## config.mk

```make
export PLATFORM = sky130hd
export DESIGN_NAME = ring_buffer_fifo_allocator
export DESIGN_NICKNAME = d
export VERILOG_FILES = /design/src/rtl/rbfa_pkg.sv /design/src/rtl/ring_buffer_fifo_allocator.sv /design/src/rtl/rbfa_ctrl.sv /design/src/rtl/rbfa_dpath.sv
export SDC_FILE = /design/constraint.sdc
export NUM_CORES = 2
export LEC_CHECK = 0
export BUFFER_PORTS_ARGS = -buffer_cell sky130_fd_sc_hd__buf_2
export CAP_MARGIN = 10
export CORE_MARGIN = 1.5
export CORE_UTILIZATION = 45
export DETAILED_ROUTE_END_ITERATION = 7
export HOLD_SLACK_MARGIN = 0.05
export PLACE_DENSITY_LB_ADDON = 0.05
export SKIP_LAST_GASP = 1
export SLEW_MARGIN = 20
export SYNTH_ARGS = -nofsm -noshare
export SYNTH_HDL_FRONTEND = slang
export SYNTH_SLANG_ARGS = --single-unit
```

## constraint.sdc

```tcl
create_clock -name clk -period 8.35 [get_ports clk]
set_clock_uncertainty 0.15 [all_clocks]
set_input_delay 0.835 -clock clk [delete_from_list [all_inputs] [get_ports clk]]
set_output_delay 0.835 -clock clk [all_outputs]
set_load 0.1 [all_outputs]
```

## src/rtl/rbfa_pkg.sv

```systemverilog
package rbfa_pkg;

  // queue and offset sizing
  localparam int QUEUE_DEPTH = 16;
  localparam int OFFSET_BITS = 32;
  localparam int DATA_W      = 32;
  localparam int SLOT_W      = $clog2(QUEUE_DEPTH);
  localparam int CNT_W       = $clog2(QUEUE_DEPTH + 1);
  // compare width: wide enough for offset plus size without overflow
  localparam int CMP_W       = ((OFFSET_BITS > DATA_W) ? OFFSET_BITS : DATA_W) + 1;
  localparam logic [DATA_W-1:0] POOL_RESET = DATA_W'(1048576);

  typedef logic [SLOT_W-1:0]      slot_t;
  typedef logic [CNT_W-1:0]       count_t;
  typedef logic [OFFSET_BITS-1:0] offs_t;
  typedef logic [DATA_W-1:0]      data_t;

  typedef enum logic {
    OP_ALLOC   = 1'b0,
    OP_RELEASE = 1'b1
  } op_t;

  typedef enum logic [2:0] {
    ST_OK        = 3'd0,
    ST_WAIT      = 3'd1,
    ST_TOO_LARGE = 3'd2,
    ST_IGNORED   = 3'd3,
    ST_MISMATCH  = 3'd4,
    ST_ORDER     = 3'd5,
    ST_FULL      = 3'd6
  } status_t;

  // commands from the controller to the datapath
  typedef struct packed {
    logic cfg_wr;
    logic capture;
    logic commit;
  } cmd_t;

  // circular slot index: base plus k, modulo the queue depth
  function automatic slot_t slot_add(slot_t base, count_t k);
    logic [CNT_W:0] sum;
    sum = (CNT_W+1)'(base) + (CNT_W+1)'(k);
    if (sum >= (CNT_W+1)'(QUEUE_DEPTH)) begin
      sum = sum - (CNT_W+1)'(QUEUE_DEPTH);
    end
    return slot_t'(sum);
  endfunction

endpackage

```

## src/rtl/ring_buffer_fifo_allocator.sv

```systemverilog
// channel   dir   handshake              payload
// in        in    in_valid / in_ready    in_operation, in_region_id, in_region_bytes
// out       out   out_valid / out_ready  out_status, out_offset, out_used_bytes
// cfg       in    cfg_valid / cfg_ready  cfg_pool_size
//
// each request runs in two steps: capture with the compare stage, then commit
// the id search over the live queue and the head and tail update set the two steps
// a new request is taken while the previous word still waits on the output
// commit holds while the output register is full and out_ready is low
// synchronous active-low reset: empty pool, pool size 1048576 bytes
module ring_buffer_fifo_allocator (
  input  logic        clk,
  input  logic        rst_n,
  input  logic        in_valid,
  output logic        in_ready,
  input  logic        in_operation,
  input  logic [31:0] in_region_id,
  input  logic [31:0] in_region_bytes,
  output logic        out_valid,
  input  logic        out_ready,
  output logic [2:0]  out_status,
  output logic [31:0] out_offset,
  output logic [31:0] out_used_bytes,
  input  logic        cfg_valid,
  output logic        cfg_ready,
  input  logic [31:0] cfg_pool_size
);

  rbfa_pkg::cmd_t cmd;

  // controller
  rbfa_ctrl u_ctrl (
    .clk       (clk),
    .rst_n     (rst_n),
    .in_valid  (in_valid),
    .in_ready  (in_ready),
    .out_valid (out_valid),
    .out_ready (out_ready),
    .cfg_valid (cfg_valid),
    .cfg_ready (cfg_ready),
    .cmd       (cmd)
  );

  // datapath
  rbfa_dpath u_dpath (
    .clk        (clk),
    .rst_n      (rst_n),
    .cmd        (cmd),
    .cfg_data   (cfg_pool_size),
    .in_op      (in_operation),
    .in_id      (in_region_id),
    .in_bytes   (in_region_bytes),
    .res_status (out_status),
    .res_offset (out_offset),
    .res_used   (out_used_bytes)
  );

  // one request in flight at a time
  a_busy_after_accept: assert property (@(posedge clk) disable iff (!rst_n)
    in_valid && in_ready |=> !in_ready)
    else $error("input accepted while a request is in flight");

  // offset is only nonzero for a successful allocate
  a_offset_zero: assert property (@(posedge clk) disable iff (!rst_n)
    out_valid && (out_status != rbfa_pkg::ST_OK) |-> out_offset == '0)
    else $error("nonzero offset on a failed request");

  // a new word is loaded only after a request was accepted
  a_word_source: assert property (@(posedge clk) disable iff (!rst_n)
    $rose(out_valid) |-> !$past(in_ready))
    else $error("output word without a request");

endmodule

```

## src/rtl/rbfa_ctrl.sv

```systemverilog
module rbfa_ctrl (
  input  logic                clk,
  input  logic                rst_n,
  input  logic                in_valid,
  output logic                in_ready,
  output logic                out_valid,
  input  logic                out_ready,
  input  logic                cfg_valid,
  output logic                cfg_ready,
  output rbfa_pkg::cmd_t      cmd
);

  typedef enum logic {
    S_IDLE,
    S_COMMIT
  } state_t;

  state_t state_r;
  logic   out_valid_r;
  logic   out_free;

  // output register can take a word this cycle
  assign out_free  = !out_valid_r || out_ready;

  assign in_ready  = (state_r == S_IDLE);
  assign out_valid = out_valid_r;
  assign cfg_ready = 1'b1;

  // commands
  always_comb begin
    cmd.cfg_wr  = cfg_valid;
    cmd.capture = in_valid && (state_r == S_IDLE);
    cmd.commit  = (state_r == S_COMMIT) && out_free;
  end

  // state and output valid
  always_ff @(posedge clk) begin
    if (!rst_n) begin
      state_r     <= S_IDLE;
      out_valid_r <= 1'b0;
    end else begin
      unique case (state_r)
        S_IDLE: begin
          if (in_valid) begin
            state_r <= S_COMMIT;
          end
          if (out_ready) begin
            out_valid_r <= 1'b0;
          end
        end
        S_COMMIT: begin
          if (out_free) begin
            state_r     <= S_IDLE;
            out_valid_r <= 1'b1;
          end
        end
        default: begin
          state_r <= S_IDLE;
        end
      endcase
    end
  end

endmodule

```

## src/rtl/rbfa_dpath.sv

```systemverilog
module rbfa_dpath (
  input  logic                       clk,
  input  logic                       rst_n,
  input  rbfa_pkg::cmd_t             cmd,
  input  logic [31:0]                cfg_data,
  input  logic                       in_op,
  input  logic [31:0]                in_id,
  input  logic [31:0]                in_bytes,
  output logic [2:0]                 res_status,
  output logic [31:0]                res_offset,
  output logic [31:0]                res_used
);

  localparam int DEPTH = rbfa_pkg::QUEUE_DEPTH;
  localparam int OB    = rbfa_pkg::OFFSET_BITS;
  localparam int CW    = rbfa_pkg::CMP_W;
  localparam int NW    = rbfa_pkg::CNT_W;

  // allocator state
  rbfa_pkg::data_t  pool_r;
  rbfa_pkg::offs_t  head_r, tail_r;
  rbfa_pkg::data_t  used_r;
  rbfa_pkg::count_t count_r;
  rbfa_pkg::slot_t  oldest_r;

  // live region queue
  rbfa_pkg::data_t  ids_r   [DEPTH];
  rbfa_pkg::data_t  sizes_r [DEPTH];
  rbfa_pkg::offs_t  offs_r  [DEPTH];

  // first stage results
  logic             op_s_r;
  rbfa_pkg::data_t  id_s_r, sz_s_r;
  logic             too_large_s_r, full_s_r, no_room_s_r;
  logic             wrapped_s_r, fit_end_s_r, fit_gap_s_r, fit_zero_s_r;
  logic             id_zero_s_r;
  rbfa_pkg::offs_t  h_s_r, t_s_r;
  logic [DEPTH-1:0] match_s_r;

  // result word
  rbfa_pkg::status_t status_r;
  logic [31:0]       offset_r;
  rbfa_pkg::data_t   used_out_r;

  // first stage comb
  logic             empty;
  rbfa_pkg::offs_t  h_eff, t_eff;
  logic [CW-1:0]    h_ext, t_ext, sz_ext, pool_ext, hs_sum;
  logic [32:0]      used_sum;
  logic [DEPTH-1:0] match;

  assign empty    = (used_r == '0);
  assign h_eff    = empty ? '0 : head_r;
  assign t_eff    = empty ? '0 : tail_r;
  assign h_ext    = CW'(h_eff);
  assign t_ext    = CW'(t_eff);
  assign sz_ext   = CW'(in_bytes);
  assign pool_ext = CW'(pool_r);
  assign hs_sum   = h_ext + sz_ext;
  assign used_sum = {1'b0, used_r} + {1'b0, in_bytes};

  // id compare against every queue entry
  always_comb begin
    for (int i = 0; i < DEPTH; i++) begin
      match[i] = (ids_r[i] == in_id);
    end
  end

  // capture request and first stage flags
  always_ff @(posedge clk) begin
    if (cmd.capture) begin
      op_s_r        <= in_op;
      id_s_r        <= in_id;
      sz_s_r        <= in_bytes;
      too_large_s_r <= (in_bytes > pool_r);
      full_s_r      <= (count_r >= NW'(DEPTH));
      no_room_s_r   <= (used_sum > {1'b0, pool_r});
      wrapped_s_r   <= (t_eff > h_eff) || ((t_eff == h_eff) && !empty);
      fit_end_s_r   <= (hs_sum <= pool_ext);
      fit_gap_s_r   <= (hs_sum <= t_ext);
      fit_zero_s_r  <= (sz_ext <= t_ext);
      id_zero_s_r   <= (in_id == '0);
      h_s_r         <= h_eff;
      t_s_r         <= t_eff;
      match_s_r     <= match;
    end
  end

  // live matches ordered from the oldest entry
  logic [DEPTH-1:0]  m_rel;
  logic              any_match;
  rbfa_pkg::slot_t   found_k;
  rbfa_pkg::slot_t   found_slot;
  logic              size_ok;

  always_comb begin
    for (int k = 0; k < DEPTH; k++) begin
      m_rel[k] = (NW'(k) < count_r) &&
                 match_s_r[rbfa_pkg::slot_add(oldest_r, NW'(k))];
    end
  end

  // first match from the oldest
  always_comb begin
    found_k = '0;
    for (int k = DEPTH - 1; k >= 0; k--) begin
      if (m_rel[k]) begin
        found_k = rbfa_pkg::SLOT_W'(k);
      end
    end
  end

  assign any_match  = |m_rel;
  assign found_slot = rbfa_pkg::slot_add(oldest_r, NW'(found_k));
  assign size_ok    = (sizes_r[found_slot] == sz_s_r);

  // release arithmetic
  rbfa_pkg::offs_t new_tail;
  rbfa_pkg::data_t used_dec;
  assign new_tail = offs_r[oldest_r] + OB'(sz_s_r);
  assign used_dec = (used_r >= sz_s_r) ? (used_r - sz_s_r) : '0;

  // commit decision
  rbfa_pkg::offs_t   head_nxt, tail_nxt, at;
  rbfa_pkg::data_t   used_nxt;
  rbfa_pkg::count_t  count_nxt;
  rbfa_pkg::slot_t   oldest_nxt, wr_slot;
  rbfa_pkg::status_t status_nxt;
  logic [31:0]       offset_nxt;
  logic              place;

  assign wr_slot = rbfa_pkg::slot_add(oldest_r, count_r);

  always_comb begin
    head_nxt   = head_r;
    tail_nxt   = tail_r;
    used_nxt   = used_r;
    count_nxt  = count_r;
    oldest_nxt = oldest_r;
    status_nxt = rbfa_pkg::ST_OK;
    place      = 1'b0;
    at         = h_s_r;
    if (op_s_r == rbfa_pkg::OP_ALLOC) begin
      if (too_large_s_r) begin
        status_nxt = rbfa_pkg::ST_TOO_LARGE;
      end else if (full_s_r) begin
        status_nxt = rbfa_pkg::ST_FULL;
      end else if (no_room_s_r) begin
        status_nxt = rbfa_pkg::ST_WAIT;
      end else begin
        head_nxt = h_s_r;
        tail_nxt = t_s_r;
        if (!wrapped_s_r && fit_end_s_r) begin
          place = 1'b1;
        end else if (!wrapped_s_r) begin
          // wrap the head to the start of the pool
          head_nxt = '0;
          at       = '0;
          if (fit_zero_s_r) begin
            place = 1'b1;
          end else begin
            status_nxt = rbfa_pkg::ST_WAIT;
          end
        end else if (fit_gap_s_r) begin
          place = 1'b1;
        end else begin
          status_nxt = rbfa_pkg::ST_WAIT;
        end
        if (place) begin
          head_nxt  = at + OB'(sz_s_r);
          used_nxt  = used_r + sz_s_r;
          count_nxt = count_r + NW'(1);
        end
      end
    end else begin
      if (id_zero_s_r || !any_match) begin
        status_nxt = rbfa_pkg::ST_IGNORED;
      end else if (!size_ok) begin
        status_nxt = rbfa_pkg::ST_MISMATCH;
      end else if (found_k != '0) begin
        status_nxt = rbfa_pkg::ST_ORDER;
      end else begin
        // pop the oldest region
        if (sz_s_r != '0) begin
          tail_nxt = new_tail;
        end
        used_nxt = used_dec;
        if (used_dec == '0) begin
          head_nxt = '0;
          tail_nxt = '0;
        end
        oldest_nxt = rbfa_pkg::slot_add(oldest_r, NW'(1));
        count_nxt  = count_r - NW'(1);
      end
    end
    offset_nxt = place ? 32'(CW'(at)) : '0;
  end

  // state registers and config
  always_ff @(posedge clk) begin
    if (!rst_n) begin
      pool_r   <= rbfa_pkg::POOL_RESET;
      head_r   <= '0;
      tail_r   <= '0;
      used_r   <= '0;
      count_r  <= '0;
      oldest_r <= '0;
    end else begin
      if (cmd.cfg_wr) begin
        pool_r <= cfg_data;
      end
      if (cmd.commit) begin
        head_r   <= head_nxt;
        tail_r   <= tail_nxt;
        used_r   <= used_nxt;
        count_r  <= count_nxt;
        oldest_r <= oldest_nxt;
      end
    end
  end

  // queue write
  always_ff @(posedge clk) begin
    if (cmd.commit && place) begin
      ids_r[wr_slot]   <= id_s_r;
      sizes_r[wr_slot] <= sz_s_r;
      offs_r[wr_slot]  <= at;
    end
  end

  // result word
  always_ff @(posedge clk) begin
    if (cmd.commit) begin
      status_r   <= status_nxt;
      offset_r   <= offset_nxt;
      used_out_r <= used_nxt;
    end
  end

  assign res_status = status_r;
  assign res_offset = offset_r;
  assign res_used   = used_out_r;

endmodule
```

==> results by stage <==
Timing:
- The setup TNS after final layout is 0 ps.
- The achievable frequency is 125 MHz.
- The measured slew at the worst slew-check pin is 1220 ps.
- In this run the tightest slew margin relative to its limit is 18.6%.
- The worst path meets setup with 351 ps of slack.
- The count of endpoints failing hold in the final timing report was 0.
- Setup repair after global routing left no endpoint under its margin.
- The final setup violation count is 0.
- The final critical-path required period is 8000 ps.
- The post-route clock period utilization is 95.8%.
- The final max-slew violation count was 0.

Setup path:
- The startpoint identified for the worst register-to-register timing path is u_dpath.oldest_r[0].
- The critical path is of the flop to flop type.
- The worst setup path is launched from a flop.
- The maximum fanout along the worst path is 67.
- STA puts the critical path data required time at 8930 ps.
- In this design, the stage delay of the slowest critical-path cell is 980 ps.
- The cell class contributing the biggest share of worst-path delay is compound AO/OA/AOI/OAI gates.
- The number of buffers and inverters on the critical path is 3.
- The data arrival at the endpoint of the critical path is 8580 ps.
- The cell repeated most along the worst path is mux4_2.
- STA classifies the critical path endpoint as a flop.
- Tracing the worst setup path back leads to its startpoint at u_dpath.oldest_r[0].
- The library cell contributing the largest single delay on the critical path is fa_4.
- Walking the worst path, the cells encountered are buf_4 > mux4_2 > mux4_2 > o31a_1 > o21ai_1 > o21ai_0 > a21oi_1 > o21ai_0 > fa_4 > buf_12 > buf_4 > mux4_2 > mux2_2 > or4_1 > o2111ai_1 > o22ai_1 > nor4b_4 > nand4_4 > a211oi_1 > nor2_2 > a221o_1.

Logic synthesis:
- Yosys mapped the design onto 94 distinct sky130hd cell types.
- For this run, asynchronously set or reset flops after synthesis account for 0%.
- The synthesized netlist cell count is 6335.
- The top flip-flop cell by instance count after synthesis is edfxtp_1.
- The synthesized design contains 1756 enable-type register cells.
- The number of nets handed over by synthesis was 6842.
- The register bit total from synthesis is 1899.
- For this run, the number of Yosys warnings is 0.
- Of the synthesized area, sequential elements account for 60.7%.
- The cell area after synthesis is 91600 sq um.
- Dividing the synthesized area by the synthesized cell count gives 14.5 sq um.

Cells and area:
- The area of all sequential standard cells is 55600 sq um.
- The fraction of final layout cells sized beyond drive strength 1 is 15.9%.
- The finished layout holds 9443 standard cells, fillers aside.
- The final net count is 7103.
- The multi-input combinational cells in the finished layout cover a total of 34300 sq um.
- Relative to the synthesized area, the layout overhead comes to 12.7%.
- Fill cells in the final layout number 16.9k.

Die:
- Once the floorplan was initialized, standard cells occupied 45.3% of the core.
- The die is 454 um wide.
- The area of the core is 202000 sq um.
- The initialized floorplan defines 165 standard-cell rows.
- The die area is 206000 sq um.
- The floorplan step set the die height to 454 um.
- The number of ports placed on the die boundary is 172.

Routing:
- The count of antenna-violating nets left after detailed routing is 0.
- The average wire per cell in the routed design is 30.6 um.
- The detailed-route vias per instance is 6.06.
- For this run, design rule violations remaining after detail routing come to 0.
- The vias after detailed routing is 57.2k.
- After detailed routing, the total wire length is 289000 um.
- The number of iterations in the first detailed-routing pass is 6.
- The starting DRC count in detailed routing is 5715.

CTS:
- TritonCTS built the clock tree.
- The number of clock sinks seen by CTS is 1899.
- The deepest level of the CTS H-tree is 4.
- The maximum buffer depth of the clock tree is 3.
- The cell at the root of the clock tree is clkbuf_16.
- The clock insertion delay at the later pin of the skew report is 860 ps.
- The post-CTS repair timing setup buffer count is 0.
- Clock-pin slew was measured on the worst setup and hold paths at 60 ps.
- Buffers inserted during clock tree synthesis total 205.

Placement:
- Once placement completed, the tool counted placed cells totaling 9056.
- Routability-driven placement finished with a final weighted congestion of 0.904.
- The worst setup slack before clock tree synthesis is -4.52 ps.
- Port buffering added 170 buffers.
- The wire-length estimate of the detail-placed layout is 185000 um.

Power:
- The reported leakage power is 0.0359 uW.
- In this run the power density over the cells is 211 nW/um^2.
- The worst-case vdd ir drop is 229 uV.
- The total power after layout is 21800 uW.

GRT:
- The pin count of the biggest net entering global routing is 97.
- For this run, the total global-route usage over all layers was measured as 27.8%.
- Global routing finished with a remaining overflow of 0.
- The number of global-route vias before repair is 56.0k.
- The number of antenna violations at the first check in global routing is 16.
- The first global-routing pass estimated 409000 um of wire.

Hold path:
- The path category of the worst min-delay check is input port to flop.
- The worst hold path startpoint is cfg_pool_size[27].

Flow run:
- The number of max-capacitance violations reported is 0.

Status:
- The flow ran to the end, and the final reports show no timing, DRC or antenna violations.
==> state kept, by name (all words and copies together), names as in the netlist, 5 cells and up, named ones only <==
name,flops
u_dpath.match_s_r,16
u_dpath.used_r,32
u_dpath.t_s_r,32
u_dpath.res_used,32
u_dpath.tail_r,32
u_dpath.ids_r,512
u_dpath.offs_r,512
u_dpath.sz_s_r,32
u_dpath.pool_r,32
u_dpath.h_s_r,32
u_dpath.count_r,5
u_dpath.id_s_r,32
u_dpath.res_offset,32
u_dpath.sizes_r,512
u_dpath.head_r,32
==> placed cells by master (no fill, tap or decap), types with 172 or more instances in the layout <==
| cell | instances |
|---|---|
| a21oi_1 | 210 |
| clkbuf_16 | 211 |
| edfxtp_1 | 1756 |
| ha_1 | 395 |
| inv_1 | 200 |
| mux4_2 | 338 |
| nand2_1 | 312 |
| nor2_1 | 267 |
| nor4_1 | 172 |
| xor2_1 | 551 |
==> cell type report <==
| cell class | count | area share [%] |
|---|---|---|
| timing repair buffer | 350 | 2.54 |
| antenna | 5 | 0.0121 |
| inverter | 204 | 0.746 |
| sequential | 1899 | 53.9 |
| multi-input combinational | 3936 | 33.2 |
| clock inverter | 105 | 0.950 |
| tap | 2672 | 3.24 |
| clock buffer | 272 | 5.43 |
==> report_power, final <==
part	switching [uW]	internal, uW	leakage, uW
Clock	3870	5070	0.00321
Combinational	1460	688	0.0155
Sequential	168	10500	0.0171
==> tightest hold or removal path, delay by kind of cell <==
family,cells,cell delay (ps)
buffers and inverters,1,70
and+or+nand+nor,1,70
muxes,1,50
==> per-layer routing <==
metal	global-route usage [%]	vias up	share of wire, %
met5	0	-	0.019
met4	8.83	8	3.3
met1	39.6	29700	44
li1	-	25100	-
met3	3.36	389	5.7
met2	44.5	2016	47
==> what timing repair did <==
item,4_1_cts,5_1_grt
resized for setup,1,3
setup endpoints to repair,24,108
endpoints found under the hold margin,3,0
hold buffers,3,0
==> synth_stat cells (30+ instances only) <==
master     count  area [sq um]
edfxtp_1    1756         52700
and3_1        52           325
o21a_1        37           278
o21ai_0      154           771
mux2i_1      141          1410
buf_1         32           120
nor2b_1       53           332
inv_1        201           754
xor2_1       553          4840
a211oi_1      68           510
clkbuf_1     231           867
a22oi_1       50           375
xnor2_1      139          1220
a21oi_1      211          1060
nor4_1       175          1090
nand2b_1      62           388
mux4_2       338          7610
o211ai_1      31           233
nand2_1      314          1180
mux2_2        37           417
nor3_1       125           626
nand3_1       76           380
and2_1        73           457
a21o_1        83           623
dfxtp_1      143          2860
ha_1         397          4970
nand4_1      131           820
nor2_1       285          1070
o2111ai_1     30           263
==> kinds of logic (layout without fill, tap and decap cells) <==
logic type	count (synthesis)	count (layout)	synth area share [%]
DFF	1899	1899	60.7
buffers and inverters	500	931	2.14
and+or+nand+nor	1423	1423	7.96
other	1	6	0.00410
AOI/OAI and AO/OA	899	899	6.64
xor gates and xnor gates	692	692	6.62
muxes	516	516	10.3
adders and majority gates	405	405	5.60
==> per-stage QoR <==
step	util (%)	area (sq um)	hold WS, ps
2_1_floorplan	-	91600	274
3_3_place_gp	47.7	96400	295
3_5_place_dp	47.7	96500	302
4_1_cts	51.0	103000	51.0
5_1_grt	51.1	103000	94.6
6_report	51.1	103000	117
==> path summary, 6_finish.rpt <==
kind | endpoint | slack [ps] | cells after the start
worst max-delay path | u_dpath.head_r[24] | 350 | 21
worst min-delay path | u_dpath.pool_r[27] | 120 | 3
worst max register to register | u_dpath.head_r[24] | 350 | 21
worst min register to register | u_dpath.head_r[20] | 320 | 1
No activity file was read; power rests on OpenSTA's default activity.
